**src/hdl/ilst_pkg.sv**
```systemverilog
// ----------------------------------------------------------------------------
// ilst_pkg
// shared constants, codes and types of the indexed list store
// ----------------------------------------------------------------------------
package ilst_pkg;

  localparam int unsigned DEPTH  = 64;
  localparam int unsigned DATA_W = 32;
  localparam int unsigned MODE_W = 3;
  localparam int unsigned POS_W  = 7;
  localparam int unsigned STAT_W = 2;
  localparam int unsigned LEN_W  = $clog2(DEPTH + 1);
  // compare width, wide enough for both a position field and a length
  localparam int unsigned CMP_W  = (LEN_W > POS_W) ? LEN_W : POS_W;

  typedef enum logic [MODE_W-1:0] {
    MODE_READ     = 3'd0,
    MODE_INS_HEAD = 3'd1,
    MODE_APPEND   = 3'd2,
    MODE_INS_AT   = 3'd3,
    MODE_DELETE   = 3'd4
  } mode_e;

  typedef enum logic [STAT_W-1:0] {
    ST_DONE  = 2'd0,
    ST_RANGE = 2'd1,
    ST_FULL  = 2'd2
  } status_e;

  typedef enum logic [1:0] {
    OP_HOLD = 2'd0,
    OP_INS  = 2'd1,
    OP_DEL  = 2'd2
  } cell_op_e;

  // broadcast to every cell of the chain
  typedef struct packed {
    cell_op_e           op;
    logic [CMP_W-1:0]   pos;
    logic [DATA_W-1:0]  data;
    logic [CMP_W-1:0]   rd_pos;
  } cell_ctl_t;

endpackage

```
**src/hdl/ilst_cell.sv**
```systemverilog
// ----------------------------------------------------------------------------
// ilst_cell
// one list slot: shifts with its neighbors and forwards the read chain
// ----------------------------------------------------------------------------
module ilst_cell
  import ilst_pkg::*;
(
  input  logic              clk_i,
  input  logic [CMP_W-1:0]  idx_i,
  input  cell_ctl_t         ctl_i,
  input  logic [DATA_W-1:0] left_i,
  input  logic [DATA_W-1:0] right_i,
  input  logic [DATA_W-1:0] rd_i,
  output logic [DATA_W-1:0] entry_o,
  output logic [DATA_W-1:0] rd_o
);

  logic [DATA_W-1:0] entry_q, entry_d;
  logic [DATA_W-1:0] rd_q, rd_d;

  always_comb begin
    entry_d = entry_q;
    unique case (ctl_i.op)
      OP_INS: begin
        if (idx_i > ctl_i.pos) begin
          entry_d = left_i;
        end else if (idx_i == ctl_i.pos) begin
          entry_d = ctl_i.data;
        end
      end
      OP_DEL: begin
        if (idx_i >= ctl_i.pos) begin
          entry_d = right_i;
        end
      end
      default: entry_d = entry_q;
    endcase
    // selected slot drops its value into the chain, others pass it along
    rd_d = (idx_i == ctl_i.rd_pos) ? entry_q : rd_i;
  end

  always_ff @(posedge clk_i) begin
    entry_q <= entry_d;
    rd_q    <= rd_d;
  end

  assign entry_o = entry_q;
  assign rd_o    = rd_q;

endmodule

```
**config.mk**
```make
export PLATFORM = sky130hd
export DESIGN_NAME = ilst_cell
export DESIGN_NICKNAME = d
export VERILOG_FILES = /design/src/hdl/ilst_pkg.sv /design/src/hdl/ilst_cell.sv
export SDC_FILE = /design/constraint.sdc
export NUM_CORES = 1
export LEC_CHECK = 0
export ABC_AREA = 1
export BUFFER_PORTS_ARGS = -buffer_cell sky130_fd_sc_hd__buf_2
export CORE_UTILIZATION = 35
export DETAILED_ROUTE_END_ITERATION = 12
export PLACE_DENSITY = 0.68
export SYNTH_ARGS = -nofsm -noshare
export SYNTH_HDL_FRONTEND = slang
export SYNTH_SLANG_ARGS = --single-unit
```
**constraint.sdc**
```tcl
create_clock -name clk_i -period 2.45 [get_ports clk_i]
set_input_delay 0 -clock clk_i [delete_from_list [all_inputs] [get_ports clk_i]]
set_output_delay 0 -clock clk_i [all_outputs]
set_load 0.005 [all_outputs]
```
# Word level (Yosys, flattened, before mapping)
# Index checks and enable logic that the tools add are counted.
word_totals:
  reg_bits: 64
  in_bits: 152
  elab_cells: 17
op_classes:
  n_lt_le_gt_ge: 2
  n_eq_ne: 6
  mux: 5
  n_reduce_logical: 2
ops:
  columns: ["operator", "n"]
  rows:
  - ["$mux 32", 4]
  - ["$pmux 32 s2", 1]
  - ["$eq 7x7->1", 2]
  - ["$ge 7x7->1", 1]
  - ["$gt 7x7->1", 1]
  - ["$ne 3x3->1 const B", 1]
  - ["$reduce_and 3->1", 1]
  - ["$eq 2x1->1 const B", 1]
  - ["$eq 2x2->1 const B", 1]
  - ["$ne 2x2->1 const B", 1]
  - ["$reduce_bool 2->1", 1]

# Logic depth before layout (Yosys ltp)
depth:
  ltp_word: 4
  mapped_depth: 12
  ltp_nobuf: 11

# Worst setup path before layout
# OpenSTA, ideal clock, no wires.
synth_timing:
  path_kind: "in2reg"
  from: "input ctl_i[45] in the netlist's numbering"
  to: "register entry_q[0], in the netlist entry_o[0] (enable)"
  setup_time_ns: 0.387
  arrival_ns: 1.615
  t_required_ns: 2.063
  slack_ns: 0.449
  path_stages: 9
  n_path_buf: 1
  cell_sequence: "inv_1 -> ha_1 -> nand2_2 -> nor2_4 -> nand4_4 -> buf_2 -> nand3_1 -> o21ai_0 -> inv_1"
synth_between:
  elab_chain_cells: 3
  elab_cells_between_ends: 6
  classes_between: "order compare (2); eq/ne (3); reduce/logical (1)"
synth_rtl:
  columns: ["item", "line", "text"]
  rows:
  - ["start: declaration", "ilst_cell.sv:10", "input cell_ctl_t ctl_i,"]
  - ["$gt 7x7->1, or another cell as far along", "ilst_cell.sv:25", "if (idx_i > ctl_i.pos) begin"]
  - ["$ne 3x3->1 (no line) or $ne 2x2->1 (tied branches)", null, null]
  - ["$reduce_and 3->1 (no line) *", null, null]
  - ["end signal: assignment", "ilst_cell.sv:43", "entry_q <= entry_d;"]
  - ["end: declaration", "ilst_cell.sv:18", "logic [DATA_W-1:0] entry_q, entry_d;"]
# Every way passes the cells marked *; elsewhere a longest branch is shown, timed or not.
# A chain may end at the register's enable or synchronous reset.

# Final worst setup path
layout_timing:
  from: "input idx_i[6]"
  to: "register entry_q[30], in the netlist entry_o[30] (enable)"
layout_between:
  elab_chain_cells: 3
  elab_cells_between_ends: 6
  classes_between: "order compare (2); eq/ne (3); reduce/logical (1)"
layout_rtl:
  columns: ["item", "line", "text"]
  rows:
  - ["start: declaration", "ilst_cell.sv:9", "input logic [CMP_W-1:0] idx_i,"]
  - ["$gt 7x7->1, or another cell as far along", "ilst_cell.sv:25", null]
  - ["$ne 3x3->1 (no line) or $ne 2x2->1 (tied branches)", null, null]
  - ["$reduce_and 3->1 (no line) *", null, null]
# Marked as above.

==> summary.md <==
| Metric | Value |
|---|---|
| Status | `finished, final reports clean` |
| Vias | `4,018` |
| Synth Warn # | `0` |
| DR pass1 iterations | `4` |
| Class of the worst hold path | `primary input to flop` |
| Overall Power | `2.99 mW` |
| Syn Area/Cell | `7.70 um2` |
| Clk_lat worst skew | `350 ps` |
| Initial DRC count | `181` |
| Least-Margin Pin Slew | `732 ps` |
| Mapped cell area | `3530 um2` |
| Critical Path AT | `1540 ps` |
| Total global routing overflow | `0` |
| Routed Antenna Nets | `0` |
| Worst Setup EP | `entry_o[30]` |
| Leakage power | `2.94 nW` |
| Setup TNS | `0 ps` |
| Die area | `10,500 um2` |
| DP HPWL | `8240 um` |
| R2R Setup Slk | `1750 ps` |
| CTS buffer count | `9` |
| Library cells used by synthesis | `20` |
| DR vias/cell | `4.62` |
| Die width | `102 um` |
| Tcrit/Tclk final | `0.631` |
| Synth Flop Type | `edfxtp_1` |
| Initial Util | `0.361` |
| Critical path startpoint | `idx_i[6]` |
| Fmax achieved | `647 MHz` |
| Critical path class | `primary input to flop` |
| ANT cells | `0` |
| Synth top area share | `0.272` |
| P&R area growth vs syn | `56.0%` |
| P per Cell Area | `544 nW/um2` |
| Core area | `9770 um2` |
| Vias in the first global route | `4,063` |
| Crit Path Max Fanout | `32` |
| Final Hold Violating Endpoints | `0` |
| TritonCTS clock tree | `yes` |
| Global-route wire length before repair | `18,400 um` |
| Max-slew violations | `0` |
| Buffers inserted by post-CTS timing repair | `0` |
| # Max-Cap Violations | `0` |
| Initial antenna violation count | `0` |
| Top post-synthesis cells by area | `edfxtp_1, dfxtp_1, nand2_1` |
| Min Tclk post-route | `1550 ps` |
| Peak supply drop | `0.268 mV` |
| Longest Clk Path Bufs | `2` |
| DRT Wirelength | `12,300 um` |
| Per-cell routed wire length | `14.1 um` |
| Gpl congestion | `0.828` |
| Launching point of the worst reg2reg path | `entry_o[17]` |
| Die height | `102 um` |
| Hold WS | `33.7 ps` |
| All-Layer GR Usage | `0.235` |
| Register area share after synthesis | `0.454` |
| Syn Nets | `617` |
| Worst reg2reg path depth | `2` |
| # DRC | `0` |
| Rel. slew slack | `0.511` |
| Reg-to-reg endpoint | `rd_o[17]` |
| Layout cell share with drive strength beyond 1 | `0.371` |
| Boundary Pins | `216` |
| Row cnt | `36` |
| Flops & latches, synth | `64` |
| Worst setup EP type | `flop` |
| Net count, final | `890` |
| CTS root buffer | `clkbuf_8` |
| Post-synth EDFFs | `32` |
| Clk pin slew, worst setup/hold paths | `70 ps` |
| Mapped Cells | `458` |
| Dominant cell type by area after synthesis | `edfxtp_1` |
| Fin Clk Skew | `7.54 ps` |
| Ys async rst share | `0` |
| CP Launch Type | `primary input` |
| RSZ-0062 raised after global routing | `false` |
| Largest net degree at the start of global routing | `34` |
| Port buffer count | `215` |
| Setup violations, final | `0` |
| Htree depth | `3` |
| Clk sink count | `64` |
| WP data required | `2440 ps` |
stage by stage:
stage,setup slack [ps],cell area [um2],std cells,utilization
4_1_cts,911,5500,869,0.563
5_1_grt,757,5500,869,0.563
3_3_place_gp,586,4650,789,0.476
6_report,905,5500,869,0.563
3_5_place_dp,538,4650,789,0.476
2_1_floorplan,449,3530,458,-
worst min-delay path by stage:
stage | from | to | slack (ps) | cells past startpoint
after floorplan | rd_i[0] | rd_o[0] | 130 | 2
after global placement | rd_i[30] | rd_o[30] | 220 | 3
after detailed placement | rd_i[2] | rd_o[2] | 220 | 3
after CTS | ctl_i[10] | entry_o[3] | 20 | 5
after global routing | ctl_i[8] | entry_o[1] | 40 | 5
final | ctl_i[35] | entry_o[28] | 30 | 5
final cells by class:
| type | count | area [um2] |
|---|---|---|
| clock buffer | 12 | 145 |
| clock inverter | 4 | 67.6 |
| fill | 873 | 4270 |
| inverter | 78 | 293 |
| multi-input combinational | 292 | 1460 |
| sequential | 64 | 1600 |
| tap | 133 | 166 |
| timing repair buffer | 286 | 1770 |
cells in the mapped netlist (2+ instances only):
library cell,n
buf_12,3
buf_2,9
buf_6,3
clkbuf_1,9
dfxtp_1,32
edfxtp_1,32
ha_1,7
inv_1,78
nand2_1,137
nand2_2,32
nand2_4,2
nand3_1,67
nor2_4,2
o21ai_0,33
xnor2_1,7
state kept, by name, summed over array words and instances, names as in the netlist:
signal	cells
entry_o	32
rd_o	32
cell families after synthesis:
family                     Yosys count  share of synthesized area
xor gates and xnor gates             7                     0.0174
DFF                                 64                      0.454
and+or+nand+nor                    243                      0.321
AOI/OAI and AO/OA                   35                     0.0507
adders and majority gates            7                     0.0248
buffers and inverters              102                      0.132
routing by layer:
layer | wire length [um] | GRT usage | up-vias
met2 | 6310 | 0.424 | 212
met3 | 880 | 0.0492 | 48
li1 | - | - | 1968
met1 | 4560 | 0.248 | 1790
met5 | 0 | 0 | -
met4 | 551 | 0.152 | 0
power breakdown:
group	switching (mW)	leakage, nW	internal, mW	total [mW]
combinational	0.366	2.27	0.332	0.698
sequential	0.0488	0.566	1.25	1.30
clock	0.402	0.106	0.595	0.997
worst max-delay path, stage by stage:
cell	delay (ps)
buf_2	110
ha_1	300
nand2_2	80
nor2_4	150
nand4_4	220
nand3_1	130
o21ai_0	80
inv_1	50
buf_4	390
what timing repair did:
action / 4_1_cts / 5_1_grt
hold buffers: 64 / 0
endpoints found under the hold margin: 64 / 0
gates resized for setup: 0 / 0
layout by cell type, fill, tap and decap left out:
cell type      netlist  routed
nor2_1               1       1
nand3_1             67      67
inv_1               78      78
nand2_4              2       2
nand4_4              1       1
a21oi_1              1       1
xnor2_1              7       7
edfxtp_1            32      32
clkinv_1             0       2
nand2_1            137     137
clkbuf_8             0      10
bufinv_16            0       2
o21ai_0             33      33
dfxtp_1             32      32
nor2_4               2       2
buf_2                9     215
buf_4                0       7
dlygate4sd3_1        0      64
ha_1                 7       7
clkbuf_1             9       2
nand2_2             32      32
a21oi_2              1       1
nand4_2              1       1
Note: power is estimated with default switching activity, not from simulation.
